## src/rtl/arcade_mix_dual_pid_velocity_macros.svh

```systemverilog
// Assertion macros shared by the RTL of the drive velocity controller.
`ifndef ARCADE_MIX_DUAL_PID_VELOCITY_MACROS_SVH
`define ARCADE_MIX_DUAL_PID_VELOCITY_MACROS_SVH

// same-cycle implication, clocked on clk, off during reset
`define AMDPV_ASSERT_NOW(label, ante, cons, msg) \
  label: assert property (@(posedge clk) disable iff (!rst_n) (ante) |-> (cons)) \
    else $error(msg);

// next-cycle implication, clocked on clk, off during reset
`define AMDPV_ASSERT_NEXT(label, ante, cons, msg) \
  label: assert property (@(posedge clk) disable iff (!rst_n) (ante) |=> (cons)) \
    else $error(msg);

`endif

```

## src/rtl/amdpv_pkg.sv

```systemverilog
// Package: types, widths and register codes of the drive velocity controller.
`default_nettype none
package amdpv_pkg;

  localparam int SUM_WIDTH = 24;
  localparam int CMD_W     = 8;
  localparam int GAIN_W    = 16;
  localparam int DZ_W      = 10;
  localparam int SCALE_W   = 4;
  localparam int SCL_W     = CMD_W + SCALE_W;
  localparam int TGT_W     = SCL_W + 1;
  localparam int ERR_W     = TGT_W;
  localparam int DIFF_W    = ERR_W + 1;
  localparam int P_W       = GAIN_W + 1 + ERR_W;
  localparam int I_W       = GAIN_W + 1 + SUM_WIDTH;
  localparam int D_W       = GAIN_W + 1 + DIFF_W;
  localparam int ACC_W     = I_W + 2;
  localparam int DRIVE_W   = 20;
  localparam int FRAC_SH   = 6;
  localparam int ROUND_C   = 1 << (FRAC_SH - 1);
  localparam int Q_W       = ACC_W - FRAC_SH;

  localparam int ADDR_W    = 5;
  localparam int DATA_W    = 32;
  localparam int IDX_W     = 3;

  localparam logic [IDX_W-1:0] REG_KP    = 3'd0;
  localparam logic [IDX_W-1:0] REG_KI    = 3'd1;
  localparam logic [IDX_W-1:0] REG_KD    = 3'd2;
  localparam logic [IDX_W-1:0] REG_DZ    = 3'd3;
  localparam logic [IDX_W-1:0] REG_SCALE = 3'd4;

  localparam logic [GAIN_W-1:0]  KP_RST    = 16'd4915;
  localparam logic [GAIN_W-1:0]  KI_RST    = 16'd0;
  localparam logic [GAIN_W-1:0]  KD_RST    = 16'd819;
  localparam logic [DZ_W-1:0]    DZ_RST    = 10'd5;
  localparam logic [SCALE_W-1:0] SCALE_RST = 4'd3;

  typedef struct packed {
    logic signed [CMD_W-1:0] forward_cmd;
    logic signed [CMD_W-1:0] turn_cmd;
    logic signed [CMD_W-1:0] left_measured;
    logic signed [CMD_W-1:0] right_measured;
  } in_item_t;

  typedef struct packed {
    logic signed [DRIVE_W-1:0] left_drive;
    logic signed [DRIVE_W-1:0] right_drive;
    logic                      stop_request;
  } out_item_t;

  typedef struct packed {
    logic [GAIN_W-1:0] kp;
    logic [GAIN_W-1:0] ki;
    logic [GAIN_W-1:0] kd;
  } gains_t;

  typedef struct packed {
    logic load_err;
    logic load_prod;
    logic load_sum;
  } lane_ctl_t;

  typedef struct packed {
    logic signed [TGT_W-1:0] left_target;
    logic signed [TGT_W-1:0] right_target;
    logic                    stop;
  } mix_res_t;

endpackage
`default_nettype wire

```

## src/rtl/amdpv_mix.sv

```systemverilog
// Command scaling, deadband and arcade mixing into left and right targets.
`default_nettype none
module amdpv_mix (
  input  wire logic                            clk,
  input  wire logic                            load,
  input  wire amdpv_pkg::in_item_t             item,
  input  wire logic [amdpv_pkg::DZ_W-1:0]      dead_zone,
  input  wire logic [amdpv_pkg::SCALE_W-1:0]   command_scale,
  output amdpv_pkg::mix_res_t                  res
);
  import amdpv_pkg::*;

  logic signed [SCALE_W:0]  scale_s;
  logic signed [SCL_W-1:0]  fwd;
  logic signed [SCL_W-1:0]  trn;
  logic        [SCL_W-1:0]  fwd_mag;
  logic        [SCL_W-1:0]  trn_mag;
  logic        [SCL_W-1:0]  dz_ext;
  logic                     in_band;
  logic signed [SCL_W-1:0]  fwd_d;
  logic signed [SCL_W-1:0]  trn_d;
  mix_res_t                 res_r;
  mix_res_t                 res_nxt;

  always_comb begin
    scale_s = {1'b0, command_scale};
    fwd     = SCL_W'(item.forward_cmd * scale_s);
    trn     = SCL_W'(item.turn_cmd * scale_s);
    fwd_mag = fwd[SCL_W-1] ? SCL_W'(-fwd) : SCL_W'(fwd);
    trn_mag = trn[SCL_W-1] ? SCL_W'(-trn) : SCL_W'(trn);
    dz_ext  = SCL_W'(dead_zone);
    in_band = (fwd_mag < dz_ext) && (trn_mag < dz_ext);
    fwd_d   = in_band ? '0 : fwd;
    trn_d   = in_band ? '0 : trn;
    res_nxt.left_target  = TGT_W'(fwd_d) + TGT_W'(trn_d);
    res_nxt.right_target = TGT_W'(fwd_d) - TGT_W'(trn_d);
    res_nxt.stop         = (fwd_d == '0) && (trn_d == '0);
  end

  always_ff @(posedge clk) begin
    if (load) begin
      res_r <= res_nxt;
    end
  end

  assign res = res_r;

endmodule
`default_nettype wire

```

## config.mk

```make
export PLATFORM = sky130hd
export DESIGN_NAME = amdpv_mix
export DESIGN_NICKNAME = d
export VERILOG_FILES = /design/src/rtl/arcade_mix_dual_pid_velocity_macros.svh /design/src/rtl/amdpv_pkg.sv /design/src/rtl/amdpv_mix.sv
export SDC_FILE = /design/constraint.sdc
export NUM_CORES = 1
export LEC_CHECK = 0
export BUFFER_PORTS_ARGS = -buffer_cell sky130_fd_sc_hd__clkbuf_2
export CORE_AREA = 2 2 103 105
export DETAILED_ROUTE_END_ITERATION = 7
export DIE_AREA = 0 0 105 107
export GPL_TIMING_DRIVEN = 0
export PLACE_DENSITY_LB_ADDON = 0.05
export SLEW_MARGIN = 20
export SYNTH_ARGS = -nofsm -noshare
export SYNTH_HDL_FRONTEND = slang
export SYNTH_SLANG_ARGS = --single-unit
```

## constraint.sdc

```tcl
create_clock -name clk -period 9.4 [get_ports clk]
set_input_delay 1.88 -clock clk [delete_from_list [all_inputs] [get_ports clk]]
set_output_delay 1.88 -clock clk [all_outputs]
set_load 0.02 [all_outputs]
```

==> reports/qor_table.md <==
| Parameter | This run |
|---|---|
| Final nets | 874 |
| Global placement routability congestion | 0.919 |
| Die area | 0.0112 mm^2 |
| Number of global-route vias before repair | 4283 |
| Type of origin of the critical path | input pin |
| Post-synthesis cell type count | 61 |
| Final setup fails | 0 |
| Total power divided by cell area | 355 mW/mm^2 |
| Final standard cell utilization of the core | 0.602 |
| Period utilisation layout | 0.964 |
| Final WS setup | 0.338 ns |
| Final HPWL DP | 9660 um |
| Cell-internal power | 1.09 mW |
| Die boundary height | 107 um |
| Clock Power Share | 0.029 |
| Clock period minus worst slack | 9.06 ns |
| Clock tree sinks | 26 |
| # port buffers | 58 |
| Worst path max stage delay | 0.54 ns |
| Critical Path AT | 9.09 ns |
| Overall power | 2.16 mW |
| Fraction of power consumed by sequential logic | 0.133 |
| Leakage power figure | 3.02 nW |
| Largest register FFs | 26 |
| First-iteration detailed-routing DRC count | 112 |
| Path category of the worst min-delay check | input pin to flop |
| Fill cells | 945 |
| Initial core utilization | 0.529 |
| Crit. End Element | flop |
| Number of antenna cells inserted | 0 |
| Worst-case vdd ir drop | 0.191 mV |
| Number of remaining DRC errors | 0 |
| Async set-or-reset flop fraction in the synthesized netlist | 0 |
| Net switching fraction of the power | 0.496 |
| GRT Util Overall | 0.206 |
| Total via count in the routed design | 4321 |
| Row count | 37 |
| Status | finished clean |
| Average wire length per cell after detail routing | 13.1 um |
| Vias per cell | 5.14 |
| Number of placed instances, taps included | 835 |
| Slowest CP cell | fa_1 |
| TritonCTS clock tree | yes |
| Area taken by flip-flops and latches | 781 um^2 |
| Multi-input logic area | 0.00425 mm^2 |
| Netlist area before placement | 0.00534 mm^2 |
| Clock buffer count from CTS | 3 |
| Normalized max-slew margin | 0.544 |
| Number of standard cells in the layout, taps in and fillers out | 841 |
| Initial antenna violation count | 0 |
| Classification of the worst setup path | input pin to flop |
| Flops & latches, synth | 26 |
| Sequential area share after synthesis | 0.146 |
| Pre-CTS setup slack | -1.25 ns |
| Ratio of cells with drive above 1 in the final layout | 0.172 |
| Root buffer cell | clkbuf_8 |
| CTS Hold Buffers Added | 0 |
| Final Hold Fails | 0 |
| # Max-Cap Violations | 0 |
| H-Tree Level Count | 1 |
| Clock input transition at the sequential cells of the worst setup and hold paths | 0.09 ns |
| EDFF count, synth | 26 |
| Synth Net Count | 809 |
| I/O pin count | 75 |
| Initial DRT Pass Iterations | 4 |
| Largest net degree at the start of global routing | 27 |
| Number of nets with antenna violations after routing | 0 |
| Number of warnings printed during yosys synthesis | 0 |
| Detailed Route WL | 11000 um |
| Hold slack | 2.26 ns |
| Worst-path maximum fanout | 10 |
| Horizontal die dimension | 105 um |
| Count of final max-slew check failures | 0 |
| Part of the power in combinational logic | 0.837 |
| Top flip-flop cell by instance count after synthesis | edfxtp_1 |
| P_sw | 1.07 mW |
| First-pass GRT wire length | 19000 um |
| Setup repair after global routing missed its margin | no |
| Required time of the critical path | 9.43 ns |
| Area growth syn-to-layout | 13.9% |
| Core region area | 0.0101 mm^2 |
| Global-route congestion overflow total | 0 |
| Maximum count of clock buffers along a single path | 2 |
| Worst-margin pin slew | 0.684 ns |
| Cells after Synth | 641 |
| Top achievable clock speed | 0.110 GHz |
| Synthesized area divided by synthesized cell count | 8.33 um^2 |
## power by group through the flow
stage	Combinational, mW	Clock (mW)	Sequential (mW)
5_1_grt	2.03	0.0704	0.293
4_1_cts	1.77	0.0663	0.289
3_5_place_dp	1.67	0	0.292
3_3_place_gp	1.64	0	0.291
6_report	1.81	0.0636	0.288
2_1_floorplan	1.26	0	0.372
## kinds of logic (layout without fill, tap and decap cells)
group,Yosys count,in the layout,share of synthesized area
buf+inv,129,193,0.0921
mux,1,1,0.00211
simple gates,200,200,0.197
fa+ha+maj,120,120,0.329
compound gates,109,109,0.142
xor+xnor,56,56,0.0919
flops,26,26,0.146
## critical path, delay by kind of cell
kind / cells / cell delay (ns)
XOR/XNOR: 2 / 0.31
AND/OR/NAND/NOR: 5 / 0.76
adder cells (fa/ha/maj): 7 / 2.45
buffers and inverters: 9 / 1.01
AO/OA/AOI/OAI: 18 / 2.66
## layout make-up
class                      instances  area share
clock inverter                     1    0.000617
tap                              136      0.0280
clock buffer                       3     0.00679
timing repair buffer              62      0.0527
multi-input combinational        486       0.698
sequential                        26       0.128
inverter                         116      0.0716
buffer                            11      0.0134
## metal layers
metal | share of wire | vias up | global-route usage
met5 | 0 | - | 0
met4 | 0.016 | 0 | 0.0524
met3 | 0.023 | 12 | 0.00851
met2 | 0.51 | 72 | 0.393
met1 | 0.45 | 1990 | 0.254
li1 | - | 2247 | -
## synth_stat cells, types with 14 or more instances
cell      number  share of area
nor2_1        44          0.031
fa_1          34           0.13
inv_1        114          0.080
nand2_1       40          0.028
and2_1        44          0.052
a21oi_1       23          0.022
nand2b_1      14          0.016
edfxtp_1      26           0.15
o21ai_0       22          0.021
xor2_1        22          0.036
ha_1          86           0.20
xnor2_1       34          0.056
## timing repair
| action | 4_1_cts | 5_1_grt |
|---|---|---|
| setup buffers | 3 | 1 |
| pin swaps | 9 | 11 |
| gates resized for setup | 30 | 23 |
| setup endpoints to repair | 17 | 9 |
## cells in the final DEF (no fill, tap or decap), types with 21 or more instances in the layout
cell      synthesis  layout
and2_1           44      44
clkbuf_2          0      57
edfxtp_1         26      26
fa_1             34      33
ha_1             86      81
inv_1           114     114
nand2_1          40      40
nor2_1           44      42
xnor2_1          34      33
xor2_1           22      21
## stage by stage
step / setup TNS, ns / cell area [um^2]
after floorplan: 0 / 5340
after global placement: -13.41 / 5800
after detailed placement: -15.52 / 5800
after CTS: 0 / 6000
after global routing: 0 / 6080
final: 0 / 6080
## worst paths after layout
| kind | depth (start not counted) | startpoint | end |
|---|---|---|---|
| worst max-delay path | 41 | command_scale[2] | res[26]$_DFFE_PP_ |
| worst min-delay path | 1 | load | res[14]$_DFFE_PP_ |
Power figures use the tool's default switching activity.
