**src/rtl/arcade_mix_dual_pid_velocity_macros.svh**
```systemverilog
// Assertion macros shared by the RTL of the drive velocity controller.
`ifndef ARCADE_MIX_DUAL_PID_VELOCITY_MACROS_SVH
`define ARCADE_MIX_DUAL_PID_VELOCITY_MACROS_SVH

// same-cycle implication, clocked on clk, off during reset
`define AMDPV_ASSERT_NOW(label, ante, cons, msg) \
  label: assert property (@(posedge clk) disable iff (!rst_n) (ante) |-> (cons)) \
    else $error(msg);

// next-cycle implication, clocked on clk, off during reset
`define AMDPV_ASSERT_NEXT(label, ante, cons, msg) \
  label: assert property (@(posedge clk) disable iff (!rst_n) (ante) |=> (cons)) \
    else $error(msg);

`endif

```
**src/rtl/amdpv_pkg.sv**
```systemverilog
// Package: types, widths and register codes of the drive velocity controller.
`default_nettype none
package amdpv_pkg;

  localparam int SUM_WIDTH = 24;
  localparam int CMD_W     = 8;
  localparam int GAIN_W    = 16;
  localparam int DZ_W      = 10;
  localparam int SCALE_W   = 4;
  localparam int SCL_W     = CMD_W + SCALE_W;
  localparam int TGT_W     = SCL_W + 1;
  localparam int ERR_W     = TGT_W;
  localparam int DIFF_W    = ERR_W + 1;
  localparam int P_W       = GAIN_W + 1 + ERR_W;
  localparam int I_W       = GAIN_W + 1 + SUM_WIDTH;
  localparam int D_W       = GAIN_W + 1 + DIFF_W;
  localparam int ACC_W     = I_W + 2;
  localparam int DRIVE_W   = 20;
  localparam int FRAC_SH   = 6;
  localparam int ROUND_C   = 1 << (FRAC_SH - 1);
  localparam int Q_W       = ACC_W - FRAC_SH;

  localparam int ADDR_W    = 5;
  localparam int DATA_W    = 32;
  localparam int IDX_W     = 3;

  localparam logic [IDX_W-1:0] REG_KP    = 3'd0;
  localparam logic [IDX_W-1:0] REG_KI    = 3'd1;
  localparam logic [IDX_W-1:0] REG_KD    = 3'd2;
  localparam logic [IDX_W-1:0] REG_DZ    = 3'd3;
  localparam logic [IDX_W-1:0] REG_SCALE = 3'd4;

  localparam logic [GAIN_W-1:0]  KP_RST    = 16'd4915;
  localparam logic [GAIN_W-1:0]  KI_RST    = 16'd0;
  localparam logic [GAIN_W-1:0]  KD_RST    = 16'd819;
  localparam logic [DZ_W-1:0]    DZ_RST    = 10'd5;
  localparam logic [SCALE_W-1:0] SCALE_RST = 4'd3;

  typedef struct packed {
    logic signed [CMD_W-1:0] forward_cmd;
    logic signed [CMD_W-1:0] turn_cmd;
    logic signed [CMD_W-1:0] left_measured;
    logic signed [CMD_W-1:0] right_measured;
  } in_item_t;

  typedef struct packed {
    logic signed [DRIVE_W-1:0] left_drive;
    logic signed [DRIVE_W-1:0] right_drive;
    logic                      stop_request;
  } out_item_t;

  typedef struct packed {
    logic [GAIN_W-1:0] kp;
    logic [GAIN_W-1:0] ki;
    logic [GAIN_W-1:0] kd;
  } gains_t;

  typedef struct packed {
    logic load_err;
    logic load_prod;
    logic load_sum;
  } lane_ctl_t;

  typedef struct packed {
    logic signed [TGT_W-1:0] left_target;
    logic signed [TGT_W-1:0] right_target;
    logic                    stop;
  } mix_res_t;

endpackage
`default_nettype wire

```
**src/rtl/amdpv_lane.sv**
```systemverilog
// One PID lane: error, saturating integral, three gain products, rounding.
`default_nettype none
module amdpv_lane (
  input  wire logic                                clk,
  input  wire logic                                rst_n,
  input  wire amdpv_pkg::lane_ctl_t                ctl,
  input  wire amdpv_pkg::gains_t                   gains,
  input  wire logic signed [amdpv_pkg::TGT_W-1:0]  target,
  input  wire logic signed [amdpv_pkg::CMD_W-1:0]  measured,
  output logic signed [amdpv_pkg::DRIVE_W-1:0]     drive
);
  import amdpv_pkg::*;

  logic signed [ERR_W-1:0]     err;
  logic signed [SUM_WIDTH:0]   sum_wide;
  logic signed [SUM_WIDTH-1:0] sum_sat;

  logic signed [ERR_W-1:0]     last_r;
  logic signed [SUM_WIDTH-1:0] integ_r;
  logic signed [ERR_W-1:0]     err_r;
  logic signed [DIFF_W-1:0]    diff_r;

  logic signed [GAIN_W:0]      kp_s;
  logic signed [GAIN_W:0]      ki_s;
  logic signed [GAIN_W:0]      kd_s;
  logic signed [P_W-1:0]       p_nxt;
  logic signed [I_W-1:0]       i_nxt;
  logic signed [D_W-1:0]       d_nxt;
  logic signed [P_W-1:0]       p_r;
  logic signed [I_W-1:0]       i_r;
  logic signed [D_W-1:0]       d_r;

  logic signed [ACC_W-1:0]     sum_nxt;
  logic signed [ACC_W-1:0]     sum_r;
  logic signed [Q_W-1:0]       q;
  logic                        q_fits;

  always_comb begin
    err      = ERR_W'(target) - ERR_W'(measured);
    sum_wide = (SUM_WIDTH+1)'(integ_r) + (SUM_WIDTH+1)'(err);
    if (sum_wide[SUM_WIDTH] != sum_wide[SUM_WIDTH-1]) begin
      sum_sat = sum_wide[SUM_WIDTH] ? {1'b1, {(SUM_WIDTH-1){1'b0}}}
                                    : {1'b0, {(SUM_WIDTH-1){1'b1}}};
    end else begin
      sum_sat = sum_wide[SUM_WIDTH-1:0];
    end
  end

  always_ff @(posedge clk) begin
    if (!rst_n) begin
      last_r  <= '0;
      integ_r <= '0;
    end else if (ctl.load_err) begin
      last_r  <= err;
      integ_r <= sum_sat;
    end
  end

  always_ff @(posedge clk) begin
    if (ctl.load_err) begin
      err_r  <= err;
      diff_r <= DIFF_W'(err) - DIFF_W'(last_r);
    end
  end

  always_comb begin
    kp_s  = {1'b0, gains.kp};
    ki_s  = {1'b0, gains.ki};
    kd_s  = {1'b0, gains.kd};
    p_nxt = kp_s * err_r;
    i_nxt = ki_s * integ_r;
    d_nxt = kd_s * diff_r;
  end

  always_ff @(posedge clk) begin
    if (ctl.load_prod) begin
      p_r <= p_nxt;
      i_r <= i_nxt;
      d_r <= d_nxt;
    end
  end

  assign sum_nxt = ACC_W'(p_r) + ACC_W'(i_r) + ACC_W'(d_r) + ACC_W'(ROUND_C);

  always_ff @(posedge clk) begin
    if (ctl.load_sum) begin
      sum_r <= sum_nxt;
    end
  end

  // floor shift to Q.8, then clamp to the drive range
  always_comb begin
    q      = sum_r[ACC_W-1:FRAC_SH];
    q_fits = (&q[Q_W-1:DRIVE_W-1]) || !(|q[Q_W-1:DRIVE_W-1]);
    if (q_fits) begin
      drive = q[DRIVE_W-1:0];
    end else begin
      drive = q[Q_W-1] ? {1'b1, {(DRIVE_W-1){1'b0}}} : {1'b0, {(DRIVE_W-1){1'b1}}};
    end
  end

endmodule
`default_nettype wire
```
**config.mk**
```make
export PLATFORM = sky130hd
export DESIGN_NAME = amdpv_lane
export DESIGN_NICKNAME = d
export VERILOG_FILES = /design/src/rtl/arcade_mix_dual_pid_velocity_macros.svh /design/src/rtl/amdpv_pkg.sv /design/src/rtl/amdpv_lane.sv
export SDC_FILE = /design/constraint.sdc
export NUM_CORES = 2
export LEC_CHECK = 0
export ABC_AREA = 1
export BUFFER_PORTS_ARGS = -buffer_cell sky130_fd_sc_hd__buf_2
export CORE_MARGIN = 2
export CORE_UTILIZATION = 57
export CTS_CLUSTER_SIZE = 40
export DETAILED_ROUTE_END_ITERATION = 16
export PLACE_DENSITY = 0.74
export SYNTH_ARGS = -nofsm -noshare
export SYNTH_HDL_FRONTEND = slang
export SYNTH_SLANG_ARGS = --single-unit
```
**constraint.sdc**
```tcl
create_clock -name clk -period 17.1 [get_ports clk]
set_input_delay 3.42 -clock clk [delete_from_list [all_inputs] [get_ports clk]]
set_output_delay 3.42 -clock clk [all_outputs]
set_load 0.01 [all_outputs]
```
==> results.tsv <==
metric	value	unit
yosys.area_share.simple	16.08	%
drive_gt1_share	3.617	%
cts_buffer_depth	3	
drt_first_pass_iters	6	
synth_compound_area_share	6.625	%
hp-class	flip-flop to flip-flop	
root_buffer	clkbuf_16	
dp_hpwl	90.44	mm
synth_edf_count	166	
clk_pin_slew	0.06	ns
cts_tree	yes	
period_needed	8.972	ns
synth_top_family_by_area	adder cells	
netlist_instances	5402	
antenna_found_initial	0	
dieArea	0.07830	mm^2
cts_resized	0	
grt_first_pass_wirelength	179.5	mm
htreeDepth	1	
row_count	101	
yosysSeqAreaShare	13.20	%
area_growth	4.282	%
topRoutingLayerUsed	met4	
via_per_inst	5.315	
hold_buffers	0	
async_reset_ff_share	0	%
wl_met2	51.82	mm
numCtsBuffers	25	
clkSinkCount	203	
crit_type	primary input to flip-flop	
worst_pin_slew	1.033	ns
nets	6604	
yosys.area.top_type	fa_1	
num_vias	33710	
path_max_fanout	24	
ios	94	
ys_types	44	
clk_latency	0.56	ns
grt_max_degree	76	
finalHoldViolCount	0	
period_share	52.47	%
num_antenna_cells	0	
setup_ws	8.128	ns
maxSlewViolCount	0	
finalSetupViolCount	0	
drv_cap	0	
routed_wl	108.5	mm
rsz0062_at_grt	false	
syn-cell-area	0.04336	mm^2
yosysWarnings	0	
antenna_left	0	
start_kind	primary input	
fmax	111.5	MHz
route.layer.met1.wl	46.68	mm
postCtsSetupBuffers	0	
finalSetupTns	0	ns
core	0.07557	mm^2
globalplace.congestion	1.008	
grt_pass1_vias	34840	
status	finished clean	
die_y	279.8	um
required	17.40	ns
fin_area	0.04522	mm^2
die-width	279.8	um
start_util	57.38	%
synthTopCellsByArea	fa_1 34%, ha_1 13%, inv_1 12%	
synth_ff_type	edfxtp_1	
track_usage	28.78	%
synth_fa_ha_area_share	47.00	%
synth_seq_cells	203	
wl_met3	6.419	mm
place_area	0.04440	mm^2
synth_top_area_share	34.16	%
io_buffers	93	
end_kind	flip-flop	
syn_nets	6661	
finClkSkew	0.01377	ns
route.detailed.drc	0	
drt_iter0_markers	2274	
avgSynthCellArea	8.027	um^2
synthMuxAreaShare	0	%
crit_arrival	9.28	ns
slew_headroom	31.12	%
wl_per_cell	17.11	um
post-place-ws	7.574	ns
synthXorXnorAreaFrac	3.050	%
grt-ovfl-total	0	
## kinds of logic after synthesis
logic type                 after synthesis
adders and majority gates             1185
buffers and inverters                 1612
AOI/OAI and AO/OA                      504
and+or+nand+nor                       1747
DFF                                    203
xor gates and xnor gates               151
## Yosys cell counts, types with 3 or more instances
master and instances:
nor2_1 209, nand2_1 1312, a21boi_0 6, or2_2 17, o21bai_1 30, o21ai_0 168
buf_6 4, dfxtp_1 37, nand3_1 100, xnor2_1 46, and2_1 6, buf_2 5
a21oi_1 199, nor4_1 11, nand4_1 42, xor2_1 105, inv_1 1426, nor3_1 30
a21oi_2 19, o21a_1 8, a21o_1 28, a31oi_1 23, a211oi_1 8, nand3b_1 3
nand2_2 8, o211ai_1 3, and3_1 4, edfxtp_1 166, fa_1 740, ha_1 445
clkbuf_1 174
## final cells by class
class                           count  area, um^2
Multi-Input combinational cell   3587       31560
Fill cell                        6831       30350
Sequential cell                   203        5725
Inverter                         1427        5356
Tap cell                          978        1224
Clock buffer                       27       633.1
Timing Repair Buffer              101       528.0
Clock inverter                     19       188.9
## state kept, by name, summed over array words and instances, names as in the netlist
signal	flops
sum_r	37
integ_r	24
i_r	41
d_r	31
last_r	13
p_r	30
diff_r	14
err_r	13
## worst max-delay path, stage by stage
cell	delay, ns
buf_2	0.48
nand2_1	0.25
fa_1	0.79
fa_1	0.44
inv_1	0.31
fa_1	0.51
fa_1	0.50
fa_1	0.50
inv_1	0.05
fa_1	0.47
inv_1	0.04
ha_1	0.42
nand2_1	0.14
nor2_1	0.13
inv_1	0.09
nor4_1	0.37
nand3_1	0.14
nand3_1	0.14
xor2_1	0.07
## metrics by stage
step                hold WS (ns)  utilization (%)  cells
global placement          0.4747            58.75   6296
floorplan                 0.4454                -   5402
detailed placement        0.4866            58.75   6296
finish                    0.4953            59.84   6342
global route              0.5389            59.84   6342
CTS                       0.4958            59.84   6342
## cell usage in the layout, fill, tap and decap left out, drive strengths merged, types with 3 or more instances in the layout
cell	n
nor3	30
inv	1433
o211ai	3
nor2	212
a31oi	23
a211oi	8
clkbuf	27
or2	17
nand3	100
nand4	42
ha	445
and3	4
and2	6
nand2	1320
edfxtp	166
nand3b	3
a21boi	9
a21oi	219
a21o	28
xor2	105
dfxtp	37
o21ai	170
buf	101
o21a	8
fa	740
nor4	11
o21bai	30
clkinv	10
xnor2	46
## layer usage
layer | up-vias | global-route usage [%]
met5 | - | 0
met4 | 0 | 8.200
met3 | 173 | 2.744
met2 | 1056 | 48.81
met1 | 16490 | 39.49
li1 | 15990 | -
## worst paths after layout
path,start,slack (ns),cells after the start,end
worst max-delay path,gains[18],8.13,19,i_r[37]
worst max register to register,integ_r[23],10.51,18,i_r[37]
worst min-delay path,last_r[2],0.50,2,last_r[2]
worst min register to register,last_r[2],0.50,2,last_r[2]
Power is not shown: default switching activity piles up to over one toggle a cycle in this logic, so the estimate is an artifact.
